===== src/cfsp_pkg.sv =====
// ----------------------------------------------------------------------------
// cfsp_pkg
// Types, codes and phase tables of the class file stream parser.
// ----------------------------------------------------------------------------
`default_nettype none

package cfsp_pkg;

   localparam logic [31:0] CLASS_MAGIC = 32'hCAFE_BABE;

   localparam logic [31:0] TAG_UTF8      = 32'd1;
   localparam logic [31:0] TAG_CLASS     = 32'd7;
   localparam logic [31:0] TAG_METHODREF = 32'd10;
   localparam logic [31:0] TAG_NAMETYPE  = 32'd12;

   typedef enum logic [2:0] {
      ST_OK        = 3'd0,
      ST_TRUNC     = 3'd1,
      ST_BAD_MAGIC = 3'd2,
      ST_BAD_TAG   = 3'd3,
      ST_NOT_IMPL  = 3'd4
   } status_type;

   typedef enum logic [4:0] {
      TK_MINOR      = 5'd0,
      TK_MAJOR      = 5'd1,
      TK_POOL_COUNT = 5'd2,
      TK_POOL_TAG   = 5'd3,
      TK_CLASS_NAME = 5'd4,
      TK_MR_CLASS   = 5'd5,
      TK_MR_NAT     = 5'd6,
      TK_NAT_NAME   = 5'd7,
      TK_NAT_DESC   = 5'd8,
      TK_UTF8_LEN   = 5'd9,
      TK_ACCESS     = 5'd10,
      TK_THIS       = 5'd11,
      TK_SUPER      = 5'd12,
      TK_IFC_COUNT  = 5'd13,
      TK_FLD_COUNT  = 5'd14,
      TK_MTH_COUNT  = 5'd15,
      TK_MTH_ACCESS = 5'd16,
      TK_MTH_NAME   = 5'd17,
      TK_MTH_DESC   = 5'd18,
      TK_MTH_ACOUNT = 5'd19,
      TK_ATTR_NAME  = 5'd20,
      TK_ATTR_LEN   = 5'd21,
      TK_CLS_ACOUNT = 5'd22,
      TK_PAYLOAD    = 5'd23
   } token_kind_type;

   localparam int unsigned TK_LAST = 23;

   typedef enum logic [28:0] {
      PH_MAGIC   = 29'd1 << 0,
      PH_MINOR   = 29'd1 << 1,
      PH_MAJOR   = 29'd1 << 2,
      PH_PCOUNT  = 29'd1 << 3,
      PH_TAG     = 29'd1 << 4,
      PH_CLASS   = 29'd1 << 5,
      PH_MRCLS   = 29'd1 << 6,
      PH_MRNAT   = 29'd1 << 7,
      PH_NATNAME = 29'd1 << 8,
      PH_NATDESC = 29'd1 << 9,
      PH_ULEN    = 29'd1 << 10,
      PH_UTEXT   = 29'd1 << 11,
      PH_ACC     = 29'd1 << 12,
      PH_THIS    = 29'd1 << 13,
      PH_SUPER   = 29'd1 << 14,
      PH_IFC     = 29'd1 << 15,
      PH_FIELDS  = 29'd1 << 16,
      PH_MCOUNT  = 29'd1 << 17,
      PH_MACC    = 29'd1 << 18,
      PH_MNAME   = 29'd1 << 19,
      PH_MDESC   = 29'd1 << 20,
      PH_MACNT   = 29'd1 << 21,
      PH_ANAME   = 29'd1 << 22,
      PH_ALEN    = 29'd1 << 23,
      PH_ABODY   = 29'd1 << 24,
      PH_CACNT   = 29'd1 << 25,
      PH_CANAME  = 29'd1 << 26,
      PH_CALEN   = 29'd1 << 27,
      PH_CABODY  = 29'd1 << 28
   } phase_type;

   // index of the last byte of a field (field length minus one)
   function automatic logic [1:0] field_last(phase_type ph);
      logic [1:0] r;
      unique case (ph)
         PH_MAGIC, PH_ALEN, PH_CALEN: r = 2'd3;
         PH_TAG:                      r = 2'd0;
         default:                     r = 2'd1;
      endcase
      return r;
   endfunction

   function automatic logic is_payload(phase_type ph);
      return (ph == PH_UTEXT) || (ph == PH_ABODY) || (ph == PH_CABODY);
   endfunction

   function automatic token_kind_type phase_kind(phase_type ph);
      token_kind_type k;
      unique case (ph)
         PH_MAJOR:   k = TK_MAJOR;
         PH_PCOUNT:  k = TK_POOL_COUNT;
         PH_TAG:     k = TK_POOL_TAG;
         PH_CLASS:   k = TK_CLASS_NAME;
         PH_MRCLS:   k = TK_MR_CLASS;
         PH_MRNAT:   k = TK_MR_NAT;
         PH_NATNAME: k = TK_NAT_NAME;
         PH_NATDESC: k = TK_NAT_DESC;
         PH_ULEN:    k = TK_UTF8_LEN;
         PH_ACC:     k = TK_ACCESS;
         PH_THIS:    k = TK_THIS;
         PH_SUPER:   k = TK_SUPER;
         PH_IFC:     k = TK_IFC_COUNT;
         PH_FIELDS:  k = TK_FLD_COUNT;
         PH_MCOUNT:  k = TK_MTH_COUNT;
         PH_MACC:    k = TK_MTH_ACCESS;
         PH_MNAME:   k = TK_MTH_NAME;
         PH_MDESC:   k = TK_MTH_DESC;
         PH_MACNT:   k = TK_MTH_ACOUNT;
         PH_ANAME, PH_CANAME: k = TK_ATTR_NAME;
         PH_ALEN, PH_CALEN:   k = TK_ATTR_LEN;
         PH_CACNT:   k = TK_CLS_ACOUNT;
         PH_UTEXT, PH_ABODY, PH_CABODY: k = TK_PAYLOAD;
         default:    k = TK_MINOR;
      endcase
      return k;
   endfunction

endpackage

`default_nettype wire


===== src/cfsp_stream_if.sv =====
// ----------------------------------------------------------------------------
// cfsp stream interfaces
// Valid/ready channels for class file bytes in and parse tokens out.
// ----------------------------------------------------------------------------
`default_nettype none

interface cfsp_req_if;
   logic       valid;
   logic       ready;
   logic [7:0] data_byte;
   logic       end_of_file;

   modport source (output valid, output data_byte, output end_of_file, input ready);
   modport sink   (input valid, input data_byte, input end_of_file, output ready);
endinterface

interface cfsp_rsp_if;
   logic        valid;
   logic        ready;
   logic [4:0]  token_kind;
   logic [31:0] token_value;
   logic [15:0] item_number;
   logic [2:0]  status;
   logic        final_res;

   modport source (output valid, output token_kind, output token_value,
                   output item_number, output status, output final_res, input ready);
   modport sink   (input valid, input token_kind, input token_value,
                   input item_number, input status, input final_res, output ready);
endinterface

`default_nettype wire


===== src/class_file_stream_parser.sv =====
// An accepted byte waits in the input register; its token is held in the result register.
// Throughput: one byte per cycle; a token is held until taken, and the byte behind it waits.
// Each byte is consumed in one pass through the phase decoder and counter update.
// Reset (synchronous, high): back to the magic field, counters cleared, channels empty.
// After the final token every further byte is accepted and dropped until reset.
// ----------------------------------------------------------------------------
// class_file_stream_parser
// Byte-serial class file parser emitting tokens for completed fields and payload bytes.
// ----------------------------------------------------------------------------
`default_nettype none

module class_file_stream_parser
   import cfsp_pkg::*;
(
   input  wire         clock,
   input  wire         reset,
   cfsp_req_if.sink    req_chan,
   cfsp_rsp_if.source  rsp_chan
);

   // input register
   logic       in_valid_ff;
   logic [7:0] in_byte_ff;
   logic       in_eof_ff;

   // parser state
   phase_type   phase_ff,  phase_in;
   logic [1:0]  bif_ff,    bif_in;
   logic [31:0] acc_ff,    acc_in;
   logic [15:0] pool_ff,   pool_in;
   logic [15:0] meth_ff,   meth_in;
   logic [15:0] attr_ff,   attr_in;
   logic [15:0] cattr_ff,  cattr_in;
   logic [31:0] pbl_ff,    pbl_in;
   logic [15:0] item_ff,   item_in;
   logic        fin_ff,    fin_in;

   // result register
   logic           out_valid_ff;
   token_kind_type out_kind_ff;
   logic [31:0]    out_value_ff;
   logic [15:0]    out_item_ff;
   status_type     out_status_ff;
   logic           out_final_ff;

   logic           advance;
   logic           proc;
   logic           have;
   logic           done_now;
   status_type     status_now;
   token_kind_type kind;
   logic [31:0]    val;
   logic [31:0]    acc_shift;
   logic [15:0]    v16;
   logic [15:0]    pool_dec, meth_dec, attr_dec, cattr_dec, item_inc;
   logic [31:0]    pbl_dec;
   logic           do_pool, do_mattr, do_meth, do_cattr;

   assign advance = in_valid_ff && (!out_valid_ff || rsp_chan.ready);
   assign proc    = advance && !fin_ff;
   assign req_chan.ready = !in_valid_ff || advance;

   assign acc_shift = {acc_ff[23:0], in_byte_ff};
   assign v16       = acc_shift[15:0];
   assign pool_dec  = pool_ff - 16'd1;
   assign meth_dec  = meth_ff - 16'd1;
   assign attr_dec  = attr_ff - 16'd1;
   assign cattr_dec = cattr_ff - 16'd1;
   assign item_inc  = item_ff + 16'd1;
   assign pbl_dec   = pbl_ff - 32'd1;

   always_comb begin
      phase_in   = phase_ff;
      bif_in     = bif_ff;
      acc_in     = acc_ff;
      pool_in    = pool_ff;
      meth_in    = meth_ff;
      attr_in    = attr_ff;
      cattr_in   = cattr_ff;
      pbl_in     = pbl_ff;
      item_in    = item_ff;
      fin_in     = fin_ff;
      have       = 1'b0;
      done_now   = 1'b0;
      status_now = ST_OK;
      kind       = TK_MINOR;
      val        = '0;
      do_pool    = 1'b0;
      do_mattr   = 1'b0;
      do_meth    = 1'b0;
      do_cattr   = 1'b0;

      if (proc) begin
         if (is_payload(phase_ff)) begin
            have   = 1'b1;
            kind   = TK_PAYLOAD;
            val    = {24'd0, in_byte_ff};
            pbl_in = pbl_dec;
            if (pbl_dec == 32'd0) begin
               priority case (phase_ff)
                  PH_UTEXT: do_pool  = 1'b1;
                  PH_ABODY: do_mattr = 1'b1;
                  default:  do_cattr = 1'b1;
               endcase
            end
         end else begin
            acc_in = acc_shift;
            bif_in = bif_ff + 2'd1;
            if (bif_ff == field_last(phase_ff)) begin
               acc_in = '0;
               bif_in = '0;
               have   = 1'b1;
               kind   = phase_kind(phase_ff);
               val    = acc_shift;
               unique case (phase_ff)
                  PH_MAGIC: begin
                     if (acc_shift != CLASS_MAGIC) begin
                        done_now   = 1'b1;
                        status_now = ST_BAD_MAGIC;
                     end else begin
                        phase_in = PH_MINOR;
                     end
                  end
                  PH_MINOR:  phase_in = PH_MAJOR;
                  PH_MAJOR:  phase_in = PH_PCOUNT;
                  PH_PCOUNT: begin
                     pool_in = v16 - 16'd1;
                     if (v16 == 16'd1) begin
                        phase_in = PH_ACC;
                     end else begin
                        item_in  = 16'd1;
                        phase_in = PH_TAG;
                     end
                  end
                  PH_TAG: begin
                     priority if (acc_shift == TAG_CLASS)     phase_in = PH_CLASS;
                     else if (acc_shift == TAG_METHODREF)     phase_in = PH_MRCLS;
                     else if (acc_shift == TAG_NAMETYPE)      phase_in = PH_NATNAME;
                     else if (acc_shift == TAG_UTF8)          phase_in = PH_ULEN;
                     else begin
                        done_now   = 1'b1;
                        status_now = ST_BAD_TAG;
                     end
                  end
                  PH_CLASS:   do_pool  = 1'b1;
                  PH_MRCLS:   phase_in = PH_MRNAT;
                  PH_MRNAT:   do_pool  = 1'b1;
                  PH_NATNAME: phase_in = PH_NATDESC;
                  PH_NATDESC: do_pool  = 1'b1;
                  PH_ULEN: begin
                     pbl_in = {16'd0, v16};
                     if (v16 == 16'd0) do_pool = 1'b1;
                     else phase_in = PH_UTEXT;
                  end
                  PH_ACC:   phase_in = PH_THIS;
                  PH_THIS:  phase_in = PH_SUPER;
                  PH_SUPER: phase_in = PH_IFC;
                  PH_IFC, PH_FIELDS: begin
                     if (v16 != 16'd0) begin
                        done_now   = 1'b1;
                        status_now = ST_NOT_IMPL;
                     end else begin
                        phase_in = (phase_ff == PH_IFC) ? PH_FIELDS : PH_MCOUNT;
                     end
                  end
                  PH_MCOUNT: begin
                     meth_in = v16;
                     item_in = '0;
                     phase_in = (v16 == 16'd0) ? PH_CACNT : PH_MACC;
                  end
                  PH_MACC:  phase_in = PH_MNAME;
                  PH_MNAME: phase_in = PH_MDESC;
                  PH_MDESC: phase_in = PH_MACNT;
                  PH_MACNT: begin
                     attr_in = v16;
                     if (v16 == 16'd0) do_meth = 1'b1;
                     else phase_in = PH_ANAME;
                  end
                  PH_ANAME: phase_in = PH_ALEN;
                  PH_ALEN: begin
                     pbl_in = acc_shift;
                     if (acc_shift == 32'd0) do_mattr = 1'b1;
                     else phase_in = PH_ABODY;
                  end
                  PH_CACNT: begin
                     cattr_in = v16;
                     if (v16 == 16'd0) done_now = 1'b1;
                     else phase_in = PH_CANAME;
                  end
                  PH_CANAME: phase_in = PH_CALEN;
                  PH_CALEN: begin
                     pbl_in = acc_shift;
                     if (acc_shift == 32'd0) do_cattr = 1'b1;
                     else phase_in = PH_CABODY;
                  end
                  default: ;
               endcase
               // a good magic word gives no token
               if (phase_ff == PH_MAGIC && !done_now) have = 1'b0;
            end
         end

         // entry and list bookkeeping; an attribute end may close its method too
         if (do_pool) begin
            pool_in = pool_dec;
            if (pool_dec == 16'd0) begin
               item_in  = '0;
               phase_in = PH_ACC;
            end else begin
               item_in  = item_inc;
               phase_in = PH_TAG;
            end
         end
         if (do_mattr) begin
            attr_in = attr_dec;
            if (attr_dec == 16'd0) do_meth = 1'b1;
            else phase_in = PH_ANAME;
         end
         if (do_meth) begin
            meth_in = meth_dec;
            if (meth_dec == 16'd0) begin
               item_in  = '0;
               phase_in = PH_CACNT;
            end else begin
               item_in  = item_inc;
               phase_in = PH_MACC;
            end
         end
         if (do_cattr) begin
            item_in  = item_inc;
            cattr_in = cattr_dec;
            if (cattr_dec == 16'd0) done_now = 1'b1;
            else phase_in = PH_CANAME;
         end

         if (!done_now && in_eof_ff) begin
            done_now   = 1'b1;
            status_now = ST_TRUNC;
            if (!have) begin
               kind = TK_MINOR;
               val  = '0;
            end
         end
         fin_in = done_now;
      end
   end

   always_ff @(posedge clock) begin
      if (reset) begin
         in_valid_ff  <= 1'b0;
         out_valid_ff <= 1'b0;
         phase_ff     <= PH_MAGIC;
         bif_ff       <= '0;
         acc_ff       <= '0;
         pool_ff      <= '0;
         meth_ff      <= '0;
         attr_ff      <= '0;
         cattr_ff     <= '0;
         pbl_ff       <= '0;
         item_ff      <= '0;
         fin_ff       <= 1'b0;
      end else begin
         if (req_chan.valid && req_chan.ready) begin
            in_valid_ff <= 1'b1;
         end else if (advance) begin
            in_valid_ff <= 1'b0;
         end

         if (advance) begin
            out_valid_ff <= proc && (have || done_now);
         end else if (rsp_chan.ready) begin
            out_valid_ff <= 1'b0;
         end

         phase_ff <= phase_in;
         bif_ff   <= bif_in;
         acc_ff   <= acc_in;
         pool_ff  <= pool_in;
         meth_ff  <= meth_in;
         attr_ff  <= attr_in;
         cattr_ff <= cattr_in;
         pbl_ff   <= pbl_in;
         item_ff  <= item_in;
         fin_ff   <= fin_in;
      end
   end

   always_ff @(posedge clock) begin
      if (req_chan.valid && req_chan.ready) begin
         in_byte_ff <= req_chan.data_byte;
         in_eof_ff  <= req_chan.end_of_file;
      end
      if (advance) begin
         out_kind_ff   <= kind;
         out_value_ff  <= val;
         out_item_ff   <= item_ff;
         out_status_ff <= status_now;
         out_final_ff  <= done_now;
      end
   end

   assign rsp_chan.valid       = out_valid_ff;
   assign rsp_chan.token_kind  = out_kind_ff;
   assign rsp_chan.token_value = out_value_ff;
   assign rsp_chan.item_number = out_item_ff;
   assign rsp_chan.status      = out_status_ff;
   assign rsp_chan.final_res   = out_final_ff;

endmodule

`default_nettype wire


===== src/flat_wrapper.sv =====
// flat-port wrapper written by rule: the top's interface ports become plain ports
module class_file_stream_parser_flat import cfsp_pkg::*;
  (clock, reset, req_chan_valid, req_chan_data_byte, req_chan_end_of_file, req_chan_ready, rsp_chan_valid, rsp_chan_token_kind, rsp_chan_token_value, rsp_chan_item_number, rsp_chan_status, rsp_chan_final_res, rsp_chan_ready);
  cfsp_req_if req_chan_i ();
  cfsp_rsp_if rsp_chan_i ();
  input  wire clock;
  input  wire reset;
  input wire logic [$bits(req_chan_i.valid)-1:0] req_chan_valid;
  input wire logic [$bits(req_chan_i.data_byte)-1:0] req_chan_data_byte;
  input wire logic [$bits(req_chan_i.end_of_file)-1:0] req_chan_end_of_file;
  output wire logic [$bits(req_chan_i.ready)-1:0] req_chan_ready;
  output wire logic [$bits(rsp_chan_i.valid)-1:0] rsp_chan_valid;
  output wire logic [$bits(rsp_chan_i.token_kind)-1:0] rsp_chan_token_kind;
  output wire logic [$bits(rsp_chan_i.token_value)-1:0] rsp_chan_token_value;
  output wire logic [$bits(rsp_chan_i.item_number)-1:0] rsp_chan_item_number;
  output wire logic [$bits(rsp_chan_i.status)-1:0] rsp_chan_status;
  output wire logic [$bits(rsp_chan_i.final_res)-1:0] rsp_chan_final_res;
  input wire logic [$bits(rsp_chan_i.ready)-1:0] rsp_chan_ready;
  assign req_chan_i.valid = req_chan_valid;
  assign req_chan_i.data_byte = req_chan_data_byte;
  assign req_chan_i.end_of_file = req_chan_end_of_file;
  assign req_chan_ready = req_chan_i.ready;
  assign rsp_chan_valid = rsp_chan_i.valid;
  assign rsp_chan_token_kind = rsp_chan_i.token_kind;
  assign rsp_chan_token_value = rsp_chan_i.token_value;
  assign rsp_chan_item_number = rsp_chan_i.item_number;
  assign rsp_chan_status = rsp_chan_i.status;
  assign rsp_chan_final_res = rsp_chan_i.final_res;
  assign rsp_chan_i.ready = rsp_chan_ready;
  class_file_stream_parser u_core (.clock(clock), .reset(reset), .req_chan(req_chan_i), .rsp_chan(rsp_chan_i));
endmodule

===== config.mk =====
export PLATFORM = sky130hd
export DESIGN_NAME = class_file_stream_parser_flat
export DESIGN_NICKNAME = d
export VERILOG_FILES = /design/src/cfsp_pkg.sv /design/src/cfsp_stream_if.sv /design/src/class_file_stream_parser.sv /design/src/flat_wrapper.sv
export SDC_FILE = /design/constraint.sdc
export NUM_CORES = 1
export LEC_CHECK = 0
export BUFFER_PORTS_ARGS = -buffer_cell sky130_fd_sc_hd__clkbuf_2
export CAP_MARGIN = 15
export CORE_MARGIN = 1.5
export CORE_UTILIZATION = 35
export DETAILED_ROUTE_END_ITERATION = 6
export GPL_ROUTABILITY_DRIVEN = 0
export GPL_TIMING_DRIVEN = 0
export PLACE_DENSITY = 0.63
export SLEW_MARGIN = 5
export SYNTH_ARGS = -nofsm -noshare
export SYNTH_HDL_FRONTEND = slang
export SYNTH_SLANG_ARGS = --single-unit

===== constraint.sdc =====
create_clock -name clock -period 5.87 [get_ports clock]
set_clock_uncertainty 0.15 [all_clocks]
set_input_delay 1.174 -clock clock [delete_from_list [all_inputs] [get_ports clock]]
set_output_delay 1.174 -clock clock [all_outputs]
set_load 0.1 [all_outputs]

* Yosys cells after proc, flatten, opt, wreduce, memory -nomap -nowiden *
Cells that the tools add are included.

cells by class
  bitwise gates (word level) = 3
  add/sub/neg operators = 8
  equal/unequal tests = 42
  $mul = 0
  divide/modulo/power cells = 0
  reduce and logical (&&, ||, !) cells = 53
  magnitude comparators = 0
  muxes and demuxes = 129
  shift operators = 0

operators by type and width
  operator                                                number
  one-hot mux 29 bit (22 select lines)                    1
  2-to-1 mux 29 bit                                       19
  2-to-1 mux 16 bit                                       24
  2-to-1 mux 32 bit                                       6
  one-hot mux 5 bit (23 select lines)                     1
  zero test 16 bit                                        5
  subtractor 16 x 1 -> 16 bit (second input constant)     5
  equality test 32 x 4 -> 1 bit (second input constant)   2
  zero test 32 bit                                        2
  one-hot mux 32 bit (2 select lines)                     1
  2-to-1 mux 1 bit                                        53
  2-to-1 mux 26 bit                                       2
  equality test 32 x 1 -> 1 bit (second input constant)   1
  equality test 32 x 3 -> 1 bit (second input constant)   1
  != test 32 bit (second input constant)                  1
  one-hot mux 16 bit (2 select lines)                     1
  subtractor 32 x 1 -> 32 bit (second input constant)     1
  equality test 29 x 1 -> 1 bit (second input constant)   1
  equality test 29 x 10 -> 1 bit (second input constant)  1
  equality test 29 x 11 -> 1 bit (second input constant)  1
  equality test 29 x 12 -> 1 bit (second input constant)  1
  equality test 29 x 13 -> 1 bit (second input constant)  1
  equality test 29 x 14 -> 1 bit (second input constant)  1
  equality test 29 x 15 -> 1 bit (second input constant)  1
  other kinds (55)                                        102

storage, ports and cells
  bits in latches = 0
  RAM bits = 0
  input bits = 13
  memories = 0
  output and inout port bits = 59
  logic and storage cells = 255
  bits in registers = 236
  bits in read-only memories = 0

* Longest topological paths before layout *
  word-level depth = 21
  gate-level depth with buffers = 16
  depth with buffers taken out = 12

* Worst setup path before layout *
No wires, ideal clock.

  kind = input to register
  start point = input rsp_chan_ready
  end point = register u_core.cattr_ff[12]
  data required time = 5.592 ns
  arrival time = 5.466 ns
  buffers on the path = 2
  library setup time = 0.128 ns
  setup slack = 0.126 ns
  stages = 10
  cell sequence = nor2b_1 nor2b_1 and2_1 clkbuf_1 o21ai_1 a31oi_1 clkbuf_1 o21ai_0 a22oi_1 nor2_1

between the ends
  word-level cells in the longest chain between the ends = 4

ends and longest elaborated chain
  item                                  line                             text
  from (decl)                           flat_wrapper.sv:18               input wire logic [$bits(rsp_chan_i.ready)-1:0] rsp_chan_ready;
  logical OR 1 bit                      class_file_stream_parser.sv:59   assign advance = in_valid_ff && (!out_valid_ff || rsp_chan.ready);
  logical AND 1 bit                     class_file_stream_parser.sv:59
  via u_core.advance                    class_file_stream_parser.sv:46   logic advance;
  logical AND 1 bit                     class_file_stream_parser.sv:60   assign proc = advance && !fin_ff;
  AND reduction 4 bit (no source line)  --
  to (signal assigned)                  class_file_stream_parser.sv:281  cattr_ff <= cattr_in;
  to (decl)                             class_file_stream_parser.sv:33   logic [15:0] cattr_ff, cattr_in;

The timed path passes the listed nets, and every way through them passes these cells.
A chain may end at the register's enable or synchronous reset.

* Final worst setup path *
  start point = register u_core.in_byte_ff[6]
  end point = register u_core.item_ff[6]

between the ends
  word-level cells in the longest chain between the ends = 10
  elaborated cells on any way between the ends = 31
  classes of those cells = 3 x eq/ne; 23 x mux; 5 x reduce/logical

ends and longest elaborated chain
  item                                                                       line                                                             text
  from (decl)                                                                class_file_stream_parser.sv:23                                   logic [7:0] in_byte_ff;
  from (signal assigned)                                                     class_file_stream_parser.sv:290                                  in_byte_ff <= req_chan.data_byte;
  zero test 32 bit or zero test 16 bit (tied branches)                       --
  2-to-1 mux 1 bit (on tied branches)                                        --
  2-to-1 mux 1 bit                                                           class_file_stream_parser.sv:115                                  unique case (phase_ff)
  2-to-1 mux 1 bit                                                           class_file_stream_parser.sv:109                                  if (bif_ff == field_last(phase_ff)) begin
  2-to-1 mux 1 bit                                                           class_file_stream_parser.sv:94                                   if (is_payload(phase_ff)) begin
  2-to-1 mux 1 bit (on tied branches)                                        class_file_stream_parser.sv:93, class_file_stream_parser.sv:216
  2-to-1 mux 1 bit                                                           class_file_stream_parser.sv:214                                  if (do_mattr) begin
  2-to-1 mux 1 bit                                                           class_file_stream_parser.sv:93                                   if (proc) begin
  != test 5 bit (no source line) (tied with other cells)                     --
  AND reduction 5 bit (no source line) or 2-to-1 mux 16 bit (tied branches)  --
  to (signal assigned)                                                       class_file_stream_parser.sv:283                                  item_ff <= item_in;
  to (decl)                                                                  class_file_stream_parser.sv:35                                   logic [15:0] item_ff, item_in;

Several ways; a longest one is shown, not always the timed one. The select of a mux whose other input is x is not followed.

==> flow_summary_export.csv <==
group,metric,value,unit
worst_setup_path,startpoint,"u_core.in_byte_ff[6]",
synthesis,async_flop_share,0,
worst_setup_path,cp.required,6.20,ns
synthesis,seq_area_frac_synth,0.372,
worst_setup_path,critPathCapture,"u_core.item_ff[6]",
cells_and_area,multi_input_area,8480,sq um
clock_network,clock-root-buffer,"clkbuf_16",
clock_network,worstSkewPairLatency,0.57,ns
die,rows,74,
run,max_cap_viol_count,0,
clock_network,cts_tree,"built",
timing,slew_headroom,0.266,
synthesis,avgSynthCellArea,7.80,sq um
clock_network,ctsResizeCount,0,
grt,grt_pass1_wl,80300,microns
synthesis,yosys.area_share.simple,0.329,
detailed_routing,drt_pre_antenna_iters,5,
grt,grt_use_total,0.240,
detailed_routing,drc,0,
synthesis,synth-xor-area-share,0.0242,
grt,grt_max_degree,34,
die,dieArea,42600,sq um
synthesis,synth_warnings,0,
synthesis,synth_cells,1859,
synthesis,synth_seq_cells,236,
clock_network,cts_made_buffers,28,
detailed_routing,vias,15201,
synthesis,synth_flop_cell,"dfxtp_1",
clock_network,clock_path_buffers,3,
timing,worst_slew_pin_slew,1.09,ns
timing,rsz0062_at_grt,"no",
cells_and_area,fin_cells,2514,
synthesis,synthAdderAreaFrac,0.0138,
cells_and_area,drive_above_1_share,0.101,
placed_design,port_buffers,70,
worst_hold_path,worstHoldPathCells,2,
synthesis,yosysUniqueCellTypes,85,
synthesis,netlist.area_leader.share,0.235,
placed_design,place_inst,2462,
die,start_util,0.355,
grt,grt.overflow.total,0,
cells_and_area,nFillCells,4140,
worst_setup_path,r2r_start,"u_core.in_byte_ff[6]",
cells_and_area,final_core_util,0.403,
synthesis,mappedNetlistNets,1888,
die,num_io_pins,72,
worst_setup_path,start_kind,"register",
timing,finalHoldViolations,0,
synthesis,syn_area,14500,sq um
synthesis,synth_compound_area_frac,0.199,
power,total_leakage_power,5.85,nW
detailed_routing,drtAntennaViolNets,0,
clock_network,cts.hold.buffers_added,0,
detailed_routing,wire_per_inst,20.7,microns
clock_network,cts.clk_slew.worst_paths,0.06,ns
synthesis,synth_edf_count,66,
worst_setup_path,worst_setup_path_end_kind,"register",
cells_and_area,seqCellArea,5390,sq um
synthesis,synthMuxAreaShare,0.0187,
worst_setup_path,crit_fanout,10,
clock_network,h-tree-depth,1,
placed_design,place_hpwl,37400,microns
grt,antenna_found_initial,1,
cells_and_area,layout_commonest_cell,"nand2_1",
power,fin_total_pwr,3.81,mW
power,cellPowerDensity,232,nW/um^2
synthesis,synth_area_leaders,"dfxtp_1 23%, edfxtp_1 14%, nand2_1 5.9%, nor2_1 5.7%, a21oi_1 4.8%",
die,core_area,40800,sq um
cells_and_area,layout_common_cells,"227 x nand2_1, 220 x nor2_1, 170 x dfxtp_1",
worst_setup_path,reg2reg_depth,14,
status,status,"finished, final reports clean",
worst_setup_path,crit_arrival,5.51,ns
detailed_routing,drt_iter0_drc,2090,
cells_and_area,area_growth_syn_to_layout,13.6,%
worst_setup_path,critPathKind,"reg -> reg",
worst_setup_path,rrSetupSlack,0.69,ns
timing,hold_ws,0.331,ns
clock_network,clock-sinks,236,
worst_setup_path,reg2reg_to,"u_core.item_ff[6]",
timing,slew_viol_final,0,
die,chipWidth,206,microns
timing,fin_crit_sh,0.882,
cells_and_area,fin_nets,1989,
timing,post-route-min-period,5.18,ns
power,ir_worst_vdd,156,uV
cells_and_area,num_antenna_cells,0,
timing,fmax,193,MHz
die,die_h,206,microns
synthesis,synth_top_family_by_area,"simple AND/OR/NAND/NOR gates",
clock_network,post_cts_buffers,0,
synthesis,yosys.area.top_type,"dfxtp_1",
worst_hold_path,hold_class,"reg -> reg",
timing,finalSetupViolCount,0,
detailed_routing,via_per_inst,6.05,
detailed_routing,wl,52200,microns
grt,first_global_vias,14083,
-- cell families (layout without fill, tap and decap cells) --
logic type                 after synthesis  after routing
AOI/OAI and AO/OA                      460            460
xor gates and xnor gates                40             40
adders and majority gates               16             16
buffers and inverters                  160            283
DFF                                    236            236
muxes                                   25             25
and+or+nand+nor                        922            922
-- stage by stage --
step / instance area (sq um) / setup WS (ns) / TNS, ns
5_1_grt: 16500 / 0.605 / 0
6_report: 16500 / 0.690 / 0
2_1_floorplan: 14500 / 0.126 / 0
4_1_cts: 16500 / 1.01 / 0
3_3_place_gp: 15500 / -2.21 / -391.93
3_5_place_dp: 15500 / 0.996 / 0
-- sequential cells by signal (all words and copies together), names as in the netlist, 2 cells and up --
name	count
u_core.pbl_ff	32
u_core.bif_ff	2
u_core.pool_ff	16
u_core.phase_ff	29
u_core.meth_ff	16
u_core.rsp_chan.status	3
u_core.rsp_chan.item_number	16
u_core.cattr_ff	16
u_core.rsp_chan.token_kind	5
u_core.item_ff	16
u_core.rsp_chan.token_value	32
u_core.attr_ff	16
u_core.in_byte_ff	8
u_core.acc_ff	24
-- cell usage after synthesis, drive strengths merged, types with 12 or more instances --
cell type	n
nand4b	13
nand2	230
nand2b	18
xor2	20
and3	20
o21ai	134
a31oi	12
edfxtp	66
dfxtp	170
a211oi	13
nor2	220
nor4	58
nand4	26
nand3	81
or4	16
and2	41
inv	38
nor4b	17
nor3	95
mux2	17
or3	25
a21oi	139
buf	14
ha	16
or2	15
a22oi	40
xnor2	20
clkbuf	108
o211ai	21
-- power breakdown --
part	internal (mW)	switching, mW
Sequential	1.70	0.0155
Clock	1.04	0.723
Combinational	0.0604	0.274
-- routing by layer --
metal / vias up / track usage / routed length (microns)
met5: - / 0 / 0
met4: 0 / 0.110 / 2370
met3: 157 / 0.0519 / 5470
met2: 874 / 0.370 / 22700
met1: 7162 / 0.320 / 21600
li1: 7008 / - / -
-- critical path: stages (launching register included) --
cell	delay [ns]
edfxtp_1	0.35
clkbuf_1	0.46
nor4_1	0.86
and4_1	0.30
clkbuf_1	0.27
nand3_1	0.37
nor2_1	0.29
and4_1	0.31
a31oi_2	0.14
o2111ai_1	0.49
and3_1	0.21
clkbuf_1	0.24
clkbuf_1	0.42
nand3_1	0.13
o211ai_1	0.11
-- worst min path at each step --
stage | slack, ns | from | endpoint
detailed placement | 0.32 | u_core.cattr_ff[15] | u_core.cattr_ff[15]
global route | 0.35 | u_core.cattr_ff[15] | u_core.cattr_ff[15]
floorplan | 0.29 | u_core.attr_ff[15] | u_core.attr_ff[15]
finish | 0.33 | u_core.cattr_ff[15] | u_core.cattr_ff[15]
CTS | 0.33 | u_core.cattr_ff[15] | u_core.cattr_ff[15]
global placement | 0.30 | u_core.cattr_ff[15] | u_core.cattr_ff[15]
-- final cells by class --
cell class	instances	area share
plain buffers	122	0.0302
clock buffers	36	0.0463
clock inverters	16	0.00981
inverters	38	0.00867
multi-input cells	1463	0.515
flip-flops and latches	236	0.327
well taps	532	0.0404
repair buffers	71	0.0225
(Power assumes the default switching activity.)
